File: config.mk
export PLATFORM = sky130hd
export DESIGN_NAME = fast_charge_handshake_fsm_unit
export DESIGN_NICKNAME = d
export VERILOG_FILES = /design/src/rtl/fchs_pkg.sv /design/src/rtl/fast_charge_handshake_fsm_unit.sv
export SDC_FILE = /design/constraint.sdc
export NUM_CORES = 1
export LEC_CHECK = 0
export ABC_CLOCK_PERIOD_IN_PS = 8970
export BUFFER_PORTS_ARGS = -buffer_cell sky130_fd_sc_hd__buf_2
export CAP_MARGIN = 25
export CORE_MARGIN = 4
export CORE_UTILIZATION = 25
export CTS_CLUSTER_DIAMETER = 100
export DETAILED_ROUTE_END_ITERATION = 12
export PLACE_DENSITY = 0.52
export SLEW_MARGIN = 10
export SYNTH_ARGS = -nofsm -noshare
export SYNTH_HDL_FRONTEND = slang
export SYNTH_SLANG_ARGS = --single-unit
File: constraint.sdc
create_clock -name clk -period 8.97 [get_ports clk]
set_input_delay 0.4485 -clock clk [delete_from_list [all_inputs] [get_ports clk]]
set_output_delay 0.4485 -clock clk [all_outputs]
set_load 0.05 [all_outputs]
File: src/rtl/fchs_pkg.sv
// ----------------------------------------------------------------------------
// fchs_pkg
// Shared types and constants for the fast-charge handshake sequencer.
// ----------------------------------------------------------------------------
package fchs_pkg;

	// configuration register indexes
	localparam logic [2:0] REG_VBUS_THRESHOLD = 3'd0;
	localparam logic [2:0] REG_START_WAIT     = 3'd1;
	localparam logic [2:0] REG_DISC_WAIT      = 3'd2;
	localparam logic [2:0] REG_CONFIRM_WINDOW = 3'd3;
	localparam logic [2:0] REG_OK_WAIT        = 3'd4;
	localparam logic [2:0] REG_SETTLE         = 3'd5;

	// data-line control and status codes
	localparam logic [7:0] DM_SHORT    = 8'h48;
	localparam logic [7:0] DM_RELEASE  = 8'h84;
	localparam logic [7:0] DM_REQ_HV   = 8'h64;
	localparam logic [7:0] DM_OFF      = 8'h00;
	localparam logic [7:0] ST_READY    = 8'h05;
	localparam logic [7:0] ST_CONFIRM  = 8'h04;

	// input regulation settings
	localparam logic [7:0] VIN_FALLBACK = 8'd42;
	localparam logic [7:0] VIN_RAISED   = 8'd80;

	// outcome codes
	localparam logic [1:0] OUT_PENDING = 2'd0;
	localparam logic [1:0] OUT_FAST    = 2'd1;
	localparam logic [1:0] OUT_FAILED  = 2'd2;

	// reset values of the configuration registers
	localparam logic [14:0] RST_VBUS_THRESHOLD = 15'd8300;
	localparam logic [7:0]  RST_START_WAIT     = 8'd20;
	localparam logic [7:0]  RST_DISC_WAIT      = 8'd10;
	localparam logic [7:0]  RST_CONFIRM_WINDOW = 8'd200;
	localparam logic [7:0]  RST_OK_WAIT        = 8'd100;
	localparam logic [7:0]  RST_SETTLE         = 8'd10;

	// status sampling period in the confirm window
	localparam logic [7:0] CONFIRM_PERIOD = 8'd10;

	typedef struct packed {
		logic       dm_write;
		logic [7:0] dm_value;
		logic       vin_write;
		logic [7:0] vin_value;
		logic       gpo_set;
		logic       charge_start;
		logic       charge_pause;
		logic       charge_resume;
		logic       fast_charge;
		logic       proceed;
		logic [1:0] outcome;
		logic [3:0] phase;
	} result_t;

endpackage

File: src/rtl/fast_charge_handshake_fsm_unit.sv
// ----------------------------------------------------------------------------
// fast_charge_handshake_fsm_unit
// Tick-driven sink-side fast-charge handshake sequencer with a skid output.
// ----------------------------------------------------------------------------
// Throughput: one beat per cycle while the skid entry is empty; each result
//   beat is one combinational pass into the result register or the skid entry.
// A skid entry behind the result register keeps the input open for one more
//   beat while the downstream side stalls.
// Reset (arst_n low, asynchronous): idle phase, zero countdown, outcome
//   pending, both result entries empty, registers at their default values.
module fast_charge_handshake_fsm_unit #(
	parameter int COUNT_WIDTH = 8
) (
	input  logic        clk,
	input  logic        arst_n,
	// configuration write port
	input  logic        cfg_we,
	input  logic [2:0]  cfg_index,
	input  logic [14:0] cfg_data,
	// input beat
	input  logic        in_valid,
	output logic        in_ready,
	input  logic        operation,
	input  logic [7:0]  dm_status,
	input  logic [9:0]  vbus_code,
	// result beat
	output logic        out_valid,
	input  logic        out_ready,
	output logic        dm_write,
	output logic [7:0]  dm_value,
	output logic        vin_write,
	output logic [7:0]  vin_value,
	output logic        gpo_set,
	output logic        charge_start,
	output logic        charge_pause,
	output logic        charge_resume,
	output logic        fast_charge,
	output logic        proceed,
	output logic [1:0]  outcome,
	output logic [3:0]  phase
);

	// phase codes
	localparam logic [3:0] PH_IDLE    = 4'd0;
	localparam logic [3:0] PH_START   = 4'd1;
	localparam logic [3:0] PH_DISC    = 4'd2;
	localparam logic [3:0] PH_CONFIRM = 4'd3;
	localparam logic [3:0] PH_OKWAIT  = 4'd4;
	localparam logic [3:0] PH_VINSET  = 4'd5;
	localparam logic [3:0] PH_REQSET  = 4'd6;
	localparam logic [3:0] PH_RETRY   = 4'd7;
	localparam logic [3:0] PH_FAIL    = 4'd8;
	localparam logic [3:0] PH_OVER    = 4'd9;

	// configuration registers
	logic [14:0] vbus_threshold_q;
	logic [7:0]  start_wait_q;
	logic [7:0]  disc_wait_q;
	logic [7:0]  confirm_window_q;
	logic [7:0]  ok_wait_q;
	logic [7:0]  settle_q;

	always_ff @(posedge clk or negedge arst_n) begin
		if (!arst_n) begin
			vbus_threshold_q <= fchs_pkg::RST_VBUS_THRESHOLD;
			start_wait_q     <= fchs_pkg::RST_START_WAIT;
			disc_wait_q      <= fchs_pkg::RST_DISC_WAIT;
			confirm_window_q <= fchs_pkg::RST_CONFIRM_WINDOW;
			ok_wait_q        <= fchs_pkg::RST_OK_WAIT;
			settle_q         <= fchs_pkg::RST_SETTLE;
		end else if (cfg_we) begin
			unique case (cfg_index)
				fchs_pkg::REG_VBUS_THRESHOLD: vbus_threshold_q <= cfg_data;
				fchs_pkg::REG_START_WAIT:     start_wait_q     <= cfg_data[7:0];
				fchs_pkg::REG_DISC_WAIT:      disc_wait_q      <= cfg_data[7:0];
				fchs_pkg::REG_CONFIRM_WINDOW: confirm_window_q <= cfg_data[7:0];
				fchs_pkg::REG_OK_WAIT:        ok_wait_q        <= cfg_data[7:0];
				fchs_pkg::REG_SETTLE:         settle_q         <= cfg_data[7:0];
				default: ;  // unmapped index, ignored
			endcase
		end
	end

	// sequencer state
	logic [3:0]             phase_q;
	logic [COUNT_WIDTH-1:0] cnt_q;
	logic [1:0]             outcome_q;

	logic [3:0]             phase_d;
	logic [COUNT_WIDTH-1:0] cnt_d;
	logic [1:0]             outcome_d;
	fchs_pkg::result_t      res;

	// output staging: result register plus one skid entry
	fchs_pkg::result_t res_q;
	fchs_pkg::result_t skid_q;
	logic              res_valid_q;
	logic              skid_valid_q;

	logic in_take;
	logic out_take;

	assign in_ready = !skid_valid_q;
	assign in_take  = in_valid && in_ready;
	assign out_take = res_valid_q && out_ready;

	// bus millivolts = (code + 1) * 25, as shifts and adds
	logic [10:0] code_p1;
	logic [14:0] vbus_mv;
	assign code_p1 = {1'b0, vbus_code} + 11'd1;
	assign vbus_mv = {code_p1, 4'b0} + {1'b0, code_p1, 3'b0} + {4'b0, code_p1};

	logic low_mv;
	logic high_mv;
	assign low_mv  = vbus_mv < vbus_threshold_q;
	assign high_mv = vbus_mv > vbus_threshold_q;

	// countdown decrement and its residue mod 10; loads never exceed 8 bits,
	// so the low byte carries the whole value
	logic                   cnt_zero;
	logic [COUNT_WIDTH-1:0] cnt_dec;
	logic [15:0]            div_prod;
	logic [4:0]             div_quo;
	logic [7:0]             dec_mod;
	logic                   confirm_hit;

	assign cnt_zero = (cnt_q == '0);
	assign cnt_dec  = cnt_zero ? cnt_q : cnt_q - COUNT_WIDTH'(1);
	// x / 10 == (x * 205) >> 11 for x below 1029
	assign div_prod = 16'(cnt_dec[7:0]) * 16'd205;
	assign div_quo  = div_prod[15:11];
	assign dec_mod  = cnt_dec[7:0] - 8'(div_quo * fchs_pkg::CONFIRM_PERIOD);
	assign confirm_hit = (dec_mod == 8'd0) && (dm_status == fchs_pkg::ST_CONFIRM);

	always_comb begin
		phase_d   = phase_q;
		cnt_d     = cnt_q;
		outcome_d = outcome_q;
		res       = '0;
		res.proceed = 1'b1;

		if (!operation) begin
			// start: fallback line and input limit, slow charge, clear state
			res.gpo_set      = 1'b1;
			res.dm_write     = 1'b1;
			res.dm_value     = fchs_pkg::DM_OFF;
			res.vin_write    = 1'b1;
			res.vin_value    = fchs_pkg::VIN_FALLBACK;
			res.charge_start = 1'b1;
			res.proceed      = 1'b0;
			phase_d          = PH_IDLE;
			cnt_d            = '0;
			outcome_d        = fchs_pkg::OUT_PENDING;
		end else if (outcome_q == fchs_pkg::OUT_FAILED) begin
			res.proceed = 1'b0;
		end else if (outcome_q == fchs_pkg::OUT_FAST) begin
			res.proceed = 1'b1;
		end else begin
			unique case (phase_q)
				PH_IDLE: begin
					res.dm_write     = 1'b1;
					res.dm_value     = fchs_pkg::DM_SHORT;
					res.charge_pause = 1'b1;
					phase_d          = PH_START;
					cnt_d            = COUNT_WIDTH'(start_wait_q);
				end
				PH_START, PH_DISC: begin
					if (!cnt_zero) begin
						cnt_d = cnt_dec;
					end else if (dm_status == fchs_pkg::ST_READY) begin
						res.dm_write = 1'b1;
						if (phase_q == PH_START) begin
							res.dm_value = fchs_pkg::DM_RELEASE;
							phase_d      = PH_DISC;
							cnt_d        = COUNT_WIDTH'(disc_wait_q);
						end else begin
							res.dm_value = fchs_pkg::DM_SHORT;
							phase_d      = PH_CONFIRM;
							cnt_d        = COUNT_WIDTH'(confirm_window_q);
						end
					end else begin
						phase_d = PH_FAIL;
					end
				end
				PH_CONFIRM: begin
					// the fail test looks at the countdown after any reload
					if (confirm_hit) begin
						res.dm_write = 1'b1;
						res.dm_value = fchs_pkg::DM_SHORT;
						cnt_d        = COUNT_WIDTH'(ok_wait_q);
						phase_d      = (ok_wait_q == 8'd0) ? PH_FAIL : PH_OKWAIT;
					end else begin
						cnt_d = cnt_dec;
						if (cnt_dec == '0) begin
							phase_d = PH_FAIL;
						end
					end
				end
				PH_OKWAIT: begin
					if (!cnt_zero) begin
						cnt_d = cnt_dec;
					end else begin
						res.vin_write = 1'b1;
						res.vin_value = fchs_pkg::VIN_RAISED;
						phase_d       = PH_VINSET;
						cnt_d         = COUNT_WIDTH'(settle_q);
					end
				end
				PH_VINSET: begin
					if (!cnt_zero) begin
						cnt_d = cnt_dec;
					end else begin
						res.dm_write = 1'b1;
						res.dm_value = fchs_pkg::DM_REQ_HV;
						phase_d      = PH_REQSET;
						cnt_d        = COUNT_WIDTH'(settle_q);
					end
				end
				PH_REQSET: begin
					if (!cnt_zero) begin
						cnt_d = cnt_dec;
					end else if (low_mv) begin
						phase_d = PH_RETRY;
						cnt_d   = COUNT_WIDTH'(settle_q);
					end else begin
						res.charge_resume = 1'b1;
						res.fast_charge   = 1'b1;
						outcome_d         = fchs_pkg::OUT_FAST;
						phase_d           = PH_OVER;
					end
				end
				PH_RETRY: begin
					// retry must clear the threshold strictly
					if (!cnt_zero) begin
						cnt_d = cnt_dec;
					end else if (high_mv) begin
						res.charge_resume = 1'b1;
						res.fast_charge   = 1'b1;
						outcome_d         = fchs_pkg::OUT_FAST;
						phase_d           = PH_OVER;
					end else begin
						phase_d = PH_FAIL;
					end
				end
				PH_FAIL: begin
					res.charge_resume = 1'b1;
					res.gpo_set       = 1'b1;
					res.dm_write      = 1'b1;
					res.dm_value      = fchs_pkg::DM_OFF;
					res.vin_write     = 1'b1;
					res.vin_value     = fchs_pkg::VIN_FALLBACK;
					res.proceed       = 1'b0;
					outcome_d         = fchs_pkg::OUT_FAILED;
				end
				default: begin
					// over, and codes that never occur
					res.proceed = 1'b1;
				end
			endcase
		end

		res.outcome = outcome_d;
		res.phase   = phase_d;
	end

	always_ff @(posedge clk or negedge arst_n) begin
		if (!arst_n) begin
			phase_q   <= PH_IDLE;
			cnt_q     <= '0;
			outcome_q <= fchs_pkg::OUT_PENDING;
		end else if (in_take) begin
			phase_q   <= phase_d;
			cnt_q     <= cnt_d;
			outcome_q <= outcome_d;
		end
	end

	// result register and skid entry control
	always_ff @(posedge clk or negedge arst_n) begin
		if (!arst_n) begin
			res_valid_q  <= 1'b0;
			skid_valid_q <= 1'b0;
		end else if (!res_valid_q || out_take) begin
			if (skid_valid_q) begin
				res_valid_q  <= 1'b1;
				skid_valid_q <= 1'b0;
			end else begin
				res_valid_q <= in_take;
			end
		end else if (in_take) begin
			skid_valid_q <= 1'b1;
		end
	end

	// payload, no reset
	always_ff @(posedge clk) begin
		if (!res_valid_q || out_take) begin
			if (skid_valid_q) begin
				res_q <= skid_q;
			end else if (in_take) begin
				res_q <= res;
			end
		end else if (in_take) begin
			skid_q <= res;
		end
	end

	assign out_valid     = res_valid_q;
	assign dm_write      = res_q.dm_write;
	assign dm_value      = res_q.dm_value;
	assign vin_write     = res_q.vin_write;
	assign vin_value     = res_q.vin_value;
	assign gpo_set       = res_q.gpo_set;
	assign charge_start  = res_q.charge_start;
	assign charge_pause  = res_q.charge_pause;
	assign charge_resume = res_q.charge_resume;
	assign fast_charge   = res_q.fast_charge;
	assign proceed       = res_q.proceed;
	assign outcome       = res_q.outcome;
	assign phase         = res_q.phase;

endmodule

## Word-level counts from Yosys, hierarchy flattened

Index checks and enable logic that the tools add are counted.

- Latch bits: 0
- Output and inout port bits: 32
- Input port bits: 42
- Flip-flop bits (word level): 131
- Word-level logic and storage cells: 162
- Bits in read-only memories: 0
- RAM bits: 0
- Memories kept: 0

- Shift-type cells: 0
- Mux-type cells: 69
- Multipliers: 2
- Bitwise gates (word level): 1
- $add $sub $neg: 5
- Reduce and logical (&&, ||, !) cells: 25
- Equality and inequality tests: 23
- Magnitude comparators: 2
- Div/mod/pow operators: 0

Operators by type and width:

| operator | number |
|---|---|
| 8-bit two-way mux | 13 |
| 30-bit two-way mux | 2 |
| 19-bit two-way mux | 3 |
| 4-bit two-way mux | 13 |
| 8-bit one-hot mux with 6 select lines | 1 |
| 9-bit two-way mux | 5 |
| 9-bit one-hot mux with 5 select lines | 1 |
| 8-bit zero test | 4 |
| 4-bit one-hot mux with 7 select lines | 1 |
| 2-bit two-way mux | 11 |
| 9-bit one-hot mux with 2 select lines | 1 |
| 4-bit by 3-bit equality test with 1-bit output (second input constant) | 4 |
| 8-bit by 3-bit equality test with 1-bit output (second input constant) | 2 |
| 8-bit by 8-bit multiplier with 16-bit output (second input constant) | 1 |
| 2-bit AND reduction | 8 |
| 15-bit by 11-bit adder with 15-bit output | 1 |
| 15-bit by 14-bit adder with 15-bit output | 1 |
| 15-bit greater-than comparator | 1 |
| 15-bit less-than comparator | 1 |
| 1-bit two-way mux | 12 |
| 10-bit by 1-bit adder with 11-bit output (second input constant) | 1 |
| 3-bit two-way mux | 3 |
| 4-bit by 2-bit equality test with 1-bit output (second input constant) | 2 |
| 4-bit inequality test (second input constant) | 2 |
| 25 further kinds | 33 |

## Depth between registers and ports, before layout

Gate-level depths: netlist (run 1).

- Depth in word-level cells: 14
- Gate-level depth with buffers: 39
- Gate-level depth less buffers: 36

## Least setup slack after synthesis (run 1)

Ideal clock, no wire load.

- Path type: register to register
- From: register cnt_q[3]
- To: register cnt_q[4]
- Path buffers: 4
- Setup slack: 259 ps
- Library setup time: 131 ps
- Data arrival time: 8,579 ps
- Data required time: 8,839 ps
- Period minus slack after synthesis: 8,711 ps
- Cell stages (with the launch flop): 38
- Cell sequence: dfrtp_1 > buf_6 > or4_4 > or3_1 > buf_6 > clkbuf_1 > nor2_1 > a21oi_1 > ha_1 > inv_1 > fa_1 > inv_1 > fa_1 > inv_1 > fa_1 > inv_1 > ha_1 > a21o_1 > (+2 left out) > a21oi_1 > o21bai_1 > a31oi_1 > xnor2_1 > ha_1 > ha_1 > fa_1 > xnor2_1 > ha_1 > a21oi_1 > o21ai_0 > o211a_1 > o211ai_1 > or4b_1 > buf_4 > or3_4 > a221oi_2 > a22oi_1

- Word-level cells in the longest chain between the ends: 12
- Elaborated cells on any way between the ends: 21
- Those cells by class: add/sub: 2; mul: 2; eq/ne: 3; mux: 10; reduce/logical: 4

RTL lines:

| item | RTL line | text |
|---|---|---|
| from (decl) | fast_charge_handshake_fsm_unit.sv:86 | `logic [COUNT_WIDTH-1:0] cnt_q;` |
| from (signal assigned) | fast_charge_handshake_fsm_unit.sv:273 | `cnt_q <= cnt_d;` |
| 8-bit by 1-bit subtractor with 8-bit output or 8-bit zero test (tied branches) | fast_charge_handshake_fsm_unit.sv:128, fast_charge_handshake_fsm_unit.sv:127 |  |
| 8-bit two-way mux | fast_charge_handshake_fsm_unit.sv:128 | `assign cnt_dec = cnt_zero ? cnt_q : cnt_q - COUNT_WIDTH'(1);` |
| 8-bit by 8-bit multiplier with 16-bit output | fast_charge_handshake_fsm_unit.sv:130 | `assign div_prod = 16'(cnt_dec[7:0]) * 16'd205;` |
| 5-bit by 3-bit multiplier with 7-bit output | fast_charge_handshake_fsm_unit.sv:132 | `assign dec_mod = cnt_dec[7:0] - 8'(div_quo * fchs_pkg::CONFIRM_PERIOD);` |
| 8-bit subtractor | fast_charge_handshake_fsm_unit.sv:132 |  |
| 8-bit zero test | fast_charge_handshake_fsm_unit.sv:133 | `assign confirm_hit = (dec_mod == 8'd0) && (dm_status == fchs_pkg::ST_CONFIRM);` |
| 1-bit logical AND | fast_charge_handshake_fsm_unit.sv:133 |  |
| 8-bit two-way mux | fast_charge_handshake_fsm_unit.sv:187 | `if (confirm_hit) begin` |
| 8-bit one-hot mux with 6 select lines | fast_charge_handshake_fsm_unit.sv:159 | `unique case (phase_q)` |
| 8-bit two-way mux | fast_charge_handshake_fsm_unit.sv:156 | `end else if (outcome_q == fchs_pkg::OUT_FAST) begin` |
| 8-bit two-way mux | fast_charge_handshake_fsm_unit.sv:154 | `end else if (outcome_q == fchs_pkg::OUT_FAILED) begin` |
| 8-bit two-way mux | fast_charge_handshake_fsm_unit.sv:142 | `if (!operation) begin` |

Parallel ways exist; a longest one is shown, timed or not. The select of a mux whose other input is x is not followed.
A chain may end at the register's enable or synchronous reset.

## Final worst setup path (run 1)

- From: register cnt_q[2]
- To: register cnt_q[4]

The elaborated chain is that of the path after synthesis.

==> results of run 1 <==
[path summary, 6_finish.rpt]
path,start,end,slack [ps],cells after the start
worst max-delay path,cnt_q[2],cnt_q[4],360,34
worst min-delay path,cfg_data[14],vbus_threshold_q[14],240,3
worst max register to register,cnt_q[2],cnt_q[4],360,34
worst min register to register,start_wait_q[5],start_wait_q[5],500,1
max in group asynchronous,arst_n,settle_q[1],7890,4
min in group asynchronous,arst_n,confirm_window_q[4],490,3
[kinds of logic (layout without fill, tap and decap cells)]
family | Yosys count | count (layout)
AOI/OAI and AO/OA | 178 | 178
xor gates and xnor gates | 39 | 39
adders and majority gates | 106 | 106
buffers and inverters | 130 | 226
DFF | 113 | 113
muxes | 61 | 61
other | 1 | 6
and+or+nand+nor | 229 | 229
[state kept, by name (all words and copies together) (netlist names), 2 cells and up]
name,flops
phase_q,4
confirm_window_q,8
vin_value,2
vbus_threshold_q,15
disc_wait_q,8
dm_value,5
skid_q,21
ok_wait_q,8
outcome_q,2
cnt_q,8
settle_q,8
outcome,2
start_wait_q,8
phase,4
[through the flow]
step           utilization [%]  area, um2  hold slack (ps)  setup slack, ps  cells
6_report                  30.8      10100              238              360   1400
5_1_grt                   30.8      10100              252            -45.8   1400
4_1_cts                   30.2       9900              228             10.4   1391
3_5_place_dp              28.4       9300              491             58.8   1359
3_3_place_gp              28.3       9290              486              234   1358
2_1_floorplan                -       8400              153              259    862
[placed cells by master, fill, tap and decap left out, drive strengths merged, types with 4 or more instances in the layout]
cell type	netlist	routed
xnor2	27	27
o21ai	56	56
edfxtp	42	42
dfstp	17	17
a31oi	4	4
nand3	14	14
o21bai	7	7
a21oi	46	46
and3	5	5
a22oi	5	5
nor2b	7	7
nor4	9	9
nand4	7	7
nor3	15	15
nor3b	5	5
clkbuf	25	17
conb	1	6
a221oi	7	7
mux2i	12	12
nand2	71	71
a211oi	5	5
dfrtp	54	54
fa	18	18
a21o	9	9
nor2	61	61
or3	6	6
or2	8	8
mux2	49	49
inv	93	102
nand2b	6	6
buf	12	100
xor2	12	12
ha	88	88
o31ai	8	8
[worst max-delay path: cells and delay by family, from the launching register on]
kind | cells | cell delay [ps]
simple gates | 7 | 2330
fa+ha+maj | 9 | 3420
flops | 1 | 370
xor+xnor | 1 | 170
buf+inv | 6 | 470
compound gates | 11 | 1700
[area by class of cell]
class                      count  area [um2]
inverter                      93         349
fill                        3438       22700
clock buffer                  17         425
tap                          442         553
multi-input combinational    619        4930
timing repair buffer         101         628
sequential                   113        3060
clock inverter                15         170
[per-layer routing]
metal	GRT usage (%)	up-vias
met1	16.5	3118
met2	18.6	139
met3	2.25	25
li1	-	3196
met4	3.20	0
met5	0	-
[what timing repair did]
item / in CTS / in global routing
setup buffers: 0 / 6
hold endpoints to repair: 0 / 6
hold buffers: 0 / 1
gates resized for setup: 0 / 24
endpoints found under the setup margin: 0 / 23
==> results.md, run 1 <==
### Run status
- outcome: finished clean

### Route
- # DRC: 0
- vias: 6478
- DRT iter0 DRCs: 314
- Routed wire per std cell: 15.2 um
- detailed-routing iteration count for the pre-antenna-repair pass: 5
- vias per cell: 4.63
- Top Metal Used: met4
- Metal-1 WL: 10500 um
- total length of routed met3 wires: 868 um
- number of antenna-violating nets in the routed design: 0
- drt total wl: 21300 um
- routed length on met2: 9610 um

### Run
- number of violations of the max-capacitance limit: 0

### Placement
- post-detail-place hpwl: 16500 um
- Final GP Congestion: 0.865
- IO buf count: 67

### Clocking
- maximum number of buffers from clock root to sink: 2
- clock tree from TritonCTS: built
- clock latency on the worst-skew pair: 420 ps
- clock sinks: 113
- htree depth: 4
- TritonCTS Buffers: 17
- CTS Root Cell: sky130_fd_sc_hd__clkbuf_16
- clock transition time at the flip-flop clock pins of the worst setup and hold paths: 60 ps

### Global route
- number of global-route vias before repair: 6622
- antenna violations before repair: 0
- maximum number of pins on one net before global-route repair: 72
- first-pass GRT wire length: 34500 um
- total track usage: 11.8%
- global-route congestion overflow total: 0

### Floorplan
- standard-cell rows: 66
- die height: 191 um
- Core Footprint: 0.0328 mm2
- die area: 0.0365 mm2
- die boundary width: 191 um
- number of top-level pins: 74
- effective utilization at floorplan: 25.6%

### Finish
- Final Net Count: 1093
- area overhead of the layout relative to synthesis: 20.6%
- layout cell share with drive strength beyond 1: 25.1%
- number of diodes added for antenna fixing: 0

### Yosys
- main combinational cell family by area after synthesis: adder cells
- post-synthesis compound-gate area fraction: 14.0%
- post-synthesis share of cell area spent on and, or, nand and nor gates: 13.5%
- dominant synthesized flop cell: sky130_fd_sc_hd__dfrtp_1
- count of unique library cells instantiated by Yosys: 69
- number of storage elements in the synthesis netlist: 113
- top cells by area in the synthesized netlist: sky130_fd_sc_hd__dfrtp_1 16%, sky130_fd_sc_hd__edfxtp_1 15%, sky130_fd_sc_hd__ha_1 13%
- Netlist Area Pre-Place: 0.00838 mm2
- portion of netlist area occupied by mux cells: 8.01%
- number of enable-type register cells in the synthesized netlist: 42
- top-count cell post-synth: sky130_fd_sc_hd__inv_1
- post-synthesis adder-cell area fraction: 17.4%
- Mean Syn Cell Area: 9.78 um2
- commonest cells in the synthesized netlist: 92 x sky130_fd_sc_hd__inv_1, 88 x sky130_fd_sc_hd__ha_1, 71 x sky130_fd_sc_hd__nand2_1
- sequential element share of the synthesized area: 36.5%
- Post-synth ARST share: 62.8%
- Post-Syn Instances: 857
- Yosys top cell area share: 16.1%
- XOR/XNOR Fraction of Synth Area: 4.07%
- Yosys warning total: 0
- Synth area leader: sky130_fd_sc_hd__dfrtp_1

### STA
- Final Max Slew Viols: 0
- minimum clock period after layout: 8610 ps
- fin crit share: 96.0%
- clock skew: 7.84 ps
- actual transition at the worst max-transition pin: 824 ps
- final hold violation count: 0
- endpoints failing setup: 0
- worst max-slew margin expressed relative to the limit: 44.6%
- max frequency: 0.116 GHz
- aggregate negative setup slack: 0 ps

### Hold path
- Tightest Hold Check Type: input port to flop

### Setup path
- library cell contributing the largest single delay on the critical path: sky130_fd_sc_hd__or4_4
- Critical Path Sink Type: flop
- most frequent cell on the critical path: sky130_fd_sc_hd__inv_1
- Worst path max stage delay: 560 ps
- maximum fanout along the worst path: 5
- Worst EP required: 9260 ps
- critical path class: flop to flop
- CP Launch Type: flop
- critical path data arrival time: 8900 ps

Power of run 1 is left out: the tool's default activity adds up to more than one toggle a clock period on the data nets, which glitch-free logic cannot reach.
==> inputs of run 2 (changes only) <==
--- a/config.mk
+++ b/config.mk
@@ -10,2 +10,3 @@
 export CAP_MARGIN = 25
+export CORE_ASPECT_RATIO = 0.8
 export CORE_MARGIN = 4
==> constraint.sdc (replaced) <==
create_clock -name clk -period 8.97 [get_ports clk]
set_input_delay 1.794 -clock clk [delete_from_list [all_inputs] [get_ports clk]]
set_output_delay 1.794 -clock clk [all_outputs]
set_load 0.05 [all_outputs]
==> results.md, run 2 (synthesis results as in run 1) <==
### Run status
- outcome: finished clean

### Floorplan
- effective utilization at floorplan: 25.6%
- die height: 172 um
- number of top-level pins: 74
- die boundary width: 213 um
- standard-cell rows: 59
- die area: 0.0365 mm2
- Core Footprint: 0.0328 mm2

### Clocking
- post-cts hold buffer count: 0
- CTS Root Cell: sky130_fd_sc_hd__clkbuf_16
- clock transition time at the flip-flop clock pins of the worst setup and hold paths: 50 ps
- clock tree from TritonCTS: built
- clock sinks: 113
- htree depth: 4
- maximum number of buffers from clock root to sink: 2
- clock latency on the worst-skew pair: 410 ps
- TritonCTS Buffers: 17

### Finish
- Filler Cell Count: 3413
- Largest regs: skid_q x21, vbus_threshold_q x15
- area overhead of the layout relative to synthesis: 19.6%
- register containing the most flip-flops in the final layout: skid_q
- layout cell share with drive strength beyond 1: 24.3%
- most frequent standard cell in the layout excluding fill and tap cells: sky130_fd_sc_hd__inv_1
- Util after Layout: 30.6%
- leading cell types in the layout, fill and taps excluded: 92 x sky130_fd_sc_hd__inv_1, 86 x sky130_fd_sc_hd__ha_1, 71 x sky130_fd_sc_hd__nand2_1, 68 x sky130_fd_sc_hd__buf_2, 60 x sky130_fd_sc_hd__nor2_1
- multi-input logic area: 0.00493 mm2
- Final Net Count: 1086
- area of all sequential standard cells: 0.00306 mm2
- flip-flop count of the largest register, all copies and words added: 21

### Route
- detailed-routing iteration count for the pre-antenna-repair pass: 5
- Routed wire per std cell: 15.4 um
- DRT iter0 DRCs: 422
- number of antenna-violating nets in the routed design: 0
- drt total wl: 21200 um
- # DRC: 0
- vias: 6453
- vias per cell: 4.68

### Setup path
- critical path data arrival time: 8660 ps
- worst flop-to-flop path endpoint: phase[1]
- maximum fanout along the worst path: 6
- critical path class: flop to flop
- CP Launch Type: flop
- setup slack on the worst flop-to-flop path: 450 ps
- Worst path max stage delay: 580 ps
- reg2reg path depth: 33
- r2r startpoint: cnt_q[2]
- Critical Path Sink Type: flop
- Worst EP required: 9120 ps
- startpoint of the worst setup timing path: cnt_q[2]
- library cell contributing the largest single delay on the critical path: sky130_fd_sc_hd__or4_4
- most frequent cell on the critical path: sky130_fd_sc_hd__inv_1

### STA
- worst max-slew margin expressed relative to the limit: 38.7%
- clock skew: 9.73 ps
- Final Max Slew Viols: 0
- minimum clock period after layout: 8520 ps
- max frequency: 0.117 GHz
- fin crit share: 94.9%
- endpoints failing setup: 0
- final hold violation count: 0
- actual transition at the worst max-transition pin: 920 ps

### Placement
- post-detail-place hpwl: 16400 um
- IO buf count: 67
- Final GP Congestion: 0.852

### Global route
- first-pass GRT wire length: 33900 um
- global-route congestion overflow total: 0
- number of global-route vias before repair: 6194
- maximum number of pins on one net before global-route repair: 72
- antenna violations before repair: 3
- total track usage: 11.7%

### Hold path
- Tightest Hold Check Type: flop to flop
- destination of the worst hold path: start_wait_q[6]
- depth of the worst hold-timing path: 1
- launch instance of the worst min-delay path: start_wait_q[6]

### Run
- number of violations of the max-capacitance limit: 0

[run 2: cell count changes in the layout (fill, tap and decap cells not counted), sizes merged]
cell / delta
clkbuf: +2
buf: -6
diode: +1
inv: -8
clkinv: +6
dlygate4sd3: -1
[run 2: timing repair]
| action | CTS | global route |
|---|---|---|
| gates resized for setup | 1 | 22 |
| buffers inserted | 0 | 2 |
| endpoints found under the setup margin | 1 | 24 |
| pin swaps | 0 | 10 |
| endpoints found under the hold margin | 0 | 0 |
[run 2: how the worst max path moves through the flow]
stage,slack [ps],end
CTS,120,phase[0]
global route,-10,cnt_q[5]
detailed placement,-6,phase[0]
floorplan,260,cnt_q[4]
finish,450,phase[1]
global placement,200,phase[0]
[run 2: layout make-up]
class	count	area share, %
multi-input combinational	619	49.2
sequential	113	30.5
timing repair buffer	94	5.54
tap	427	5.33
clock buffer	19	4.53
inverter	93	3.48
clock inverter	13	1.35
antenna	1	0.0250
[run 2: routing by layer]
layer,part of all wire (%),track usage [%]
met1,52,17.8
met4,0.74,2.30
met2,42,16.6
met5,0.13,0
met3,5.5,3.03
[run 2: worst max-delay path: cells and delay by family, from the launching register on]
kind | cells | cell delay [ps]
AND/OR/NAND/NOR | 7 | 2180
flip-flops | 1 | 390
buffers and inverters | 5 | 270
AO/OA/AOI/OAI | 11 | 1700
adder cells (fa/ha/maj) | 9 | 3540
XOR/XNOR | 1 | 170
[run 2: per-stage QoR]
| stage | worst slack [ps] | TNS [ps] | hold slack (ps) | instance area [um2] | cells |
|---|---|---|---|---|---|
| 3_5_place_dp | -6.06 | -6.06 | 490 | 9270 | 1343 |
| 2_1_floorplan | 259 | 0 | 474 | 8400 | 862 |
| 4_1_cts | 117 | 0 | 502 | 9860 | 1375 |
| 5_1_grt | -10.5 | -10.5 | 513 | 10000 | 1379 |
| 3_3_place_gp | 203 | 0 | 487 | 9270 | 1342 |
| 6_report | 455 | 0 | 500 | 10000 | 1379 |
Power of run 2 is left out for the same reason.
==> inputs of run 3 (changes only) <==
ABC_AREA = 1   (was default)
MAX_ROUTING_LAYER = met4   (was default)
==> results.md, run 3 <==
### Setup path
- most frequent cell on the critical path: sky130_fd_sc_hd__nand2_1
- Worst path max stage delay: 530 ps
- library cell contributing the largest single delay on the critical path: sky130_fd_sc_hd__fa_1
- CP Launch Type: flop
- Critical Path Sink Type: flop
- critical path data arrival time: 8330 ps
- critical path class: flop to flop
- Worst EP required: 9140 ps
- maximum fanout along the worst path: 18

### Finish
- Largest regs: skid_q x21, vbus_threshold_q x15
- Final Net Count: 1270
- most frequent standard cell in the layout excluding fill and tap cells: sky130_fd_sc_hd__nand2_1
- register containing the most flip-flops in the final layout: skid_q
- Util after Layout: 30.0%
- leading cell types in the layout, fill and taps excluded: 237 x sky130_fd_sc_hd__nand2_1, 159 x sky130_fd_sc_hd__inv_1, 105 x sky130_fd_sc_hd__nor2_1, 88 x sky130_fd_sc_hd__ha_1, 80 x sky130_fd_sc_hd__o21ai_0
- area overhead of the layout relative to synthesis: 17.2%
- final design instance area without fill: 0.00988 mm2
- layout cell share with drive strength beyond 1: 14.7%
- number of diodes added for antenna fixing: 0
- Filler Cell Count: 3503
- flip-flop count of the largest register, all copies and words added: 21

### STA
- aggregate negative setup slack: 0 ps
- actual transition at the worst max-transition pin: 625 ps
- Final Max Slew Viols: 0
- max frequency: 0.123 GHz
- worst max-slew margin expressed relative to the limit: 57.9%
- clock skew: 9.96 ps
- fin crit share: 91.0%
- RSZ-0062 raised after global routing: false
- final hold violation count: 0
- endpoints failing setup: 0
- least setup slack across all paths after layout: 809 ps
- minimum clock period after layout: 8160 ps

### Run
- number of violations of the max-capacitance limit: 0

### Clocking
- clock latency on the worst-skew pair: 420 ps
- post-cts hold buffer count: 0
- Post-CTS Resized: 0
- clock transition time at the flip-flop clock pins of the worst setup and hold paths: 60 ps
- clock tree from TritonCTS: built
- htree depth: 4
- CTS Root Cell: sky130_fd_sc_hd__clkbuf_16
- TritonCTS Buffers: 17
- maximum number of buffers from clock root to sink: 2
- clock sinks: 113
- post-CTS setup-driven buffer insertion count: 0

### Yosys
- number of enable-type register cells in the synthesized netlist: 42
- number of storage elements in the synthesis netlist: 113
- count of unique library cells instantiated by Yosys: 54
- Yosys warning total: 0
- Yosys top cell area share: 16.0%
- commonest cells in the synthesized netlist: 237 x sky130_fd_sc_hd__nand2_1, 159 x sky130_fd_sc_hd__inv_1, 105 x sky130_fd_sc_hd__nor2_1
- Mean Syn Cell Area: 8.04 um2
- Post-Syn Instances: 1048
- dominant synthesized flop cell: sky130_fd_sc_hd__dfrtp_1
- sequential element share of the synthesized area: 36.3%
- Post-synth ARST share: 62.8%
- Synth area leader: sky130_fd_sc_hd__dfrtp_1
- top cells by area in the synthesized netlist: sky130_fd_sc_hd__dfrtp_1 16%, sky130_fd_sc_hd__edfxtp_1 15%, sky130_fd_sc_hd__ha_1 13%
- Netlist Area Pre-Place: 0.00843 mm2
- top-count cell post-synth: sky130_fd_sc_hd__nand2_1

### Route
- vias per cell: 4.46
- vias: 6968
- DRT iter0 DRCs: 551
- total length of routed met3 wires: 1160 um
- Metal-1 WL: 12100 um
- Top Metal Used: met4
- detailed-routing iteration count for the pre-antenna-repair pass: 5
- # DRC: 0
- drt total wl: 21400 um
- routed length on met2: 8040 um
- number of antenna-violating nets in the routed design: 0
- Routed wire per std cell: 13.7 um

### Floorplan
- number of top-level pins: 74
- die area: 0.0367 mm2
- die height: 172 um
- standard-cell rows: 59
- Core Footprint: 0.0329 mm2
- effective utilization at floorplan: 25.6%
- die boundary width: 213 um

### Global route
- maximum number of pins on one net before global-route repair: 72
- global-route congestion overflow total: 0
- total track usage: 12.3%
- number of global-route vias before repair: 6549
- first-pass GRT wire length: 35100 um
- antenna violations before repair: 0

### Placement
- worst slack at placement: 829 ps
- cell area after placement: 0.00923 mm2
- post-detail-place hpwl: 17000 um
- IO buf count: 67
- Final GP Congestion: 0.893

### Run status
- outcome: finished clean

### Hold path
- Tightest Hold Check Type: flop to flop

==> run 3: kinds of logic after synthesis <==
| logic type | Yosys count | share of synthesized area (%) |
|---|---|---|
| buffers and inverters | 196 | 9.31 |
| other | 1 | 0.0445 |
| AOI/OAI and AO/OA | 170 | 11.5 |
| xor gates and xnor gates | 28 | 2.91 |
| adders and majority gates | 106 | 17.3 |
| and+or+nand+nor | 434 | 22.6 |
| DFF | 113 | 36.3 |
==> run 3: metal layers <==
layer / global-route usage [%] / vias up
met1: 19.7 / 3222
met5: - / -
met4: 2.25 / 0
met2: 15.7 / 188
met3: 2.58 / 16
li1: - / 3542
==> run 3: worst max-delay path: cells and delay by family (launching register included) <==
kind / cells / cell delay (ps)
XOR/XNOR: 2 / 340
AND/OR/NAND/NOR: 18 / 1470
AO/OA/AOI/OAI: 5 / 1260
buffers and inverters: 9 / 810
adder cells (fa/ha/maj): 10 / 3590
flip-flops: 1 / 410
==> run 3: final cells by class <==
class,instances,area (um2),area share [%]
flip-flops and latches,113,3060,31.0
clock buffers,19,454,4.60
well taps,427,534,5.41
multi-input cells,744,4610,46.6
clock inverters,13,158,1.60
repair buffers,76,430,4.35
inverters,170,642,6.49
==> run 3: per-stage QoR <==
step	cells	hold WS, ps
4_1_cts	1560	489
5_1_grt	1562	505
6_report	1562	483
3_3_place_gp	1528	470
2_1_floorplan	1053	446
3_5_place_dp	1528	474
==> run 3: worst paths after layout <==
| check | from | endpoint | slack (ps) | depth (start not counted) |
|---|---|---|---|---|
| worst max register to register | cnt_q[0] | dm_value[6] | 810 | 44 |
| worst min-delay path | confirm_window_q[2] | confirm_window_q[2] | 480 | 2 |
| worst max-delay path | cnt_q[0] | dm_value[6] | 810 | 44 |
| max in group asynchronous | arst_n | vbus_threshold_q[13] | 7010 | 3 |
| worst min register to register | confirm_window_q[2] | confirm_window_q[2] | 480 | 2 |
| min in group asynchronous | arst_n | disc_wait_q[7] | 1350 | 2 |
Power of run 3 is left out for the same reason.
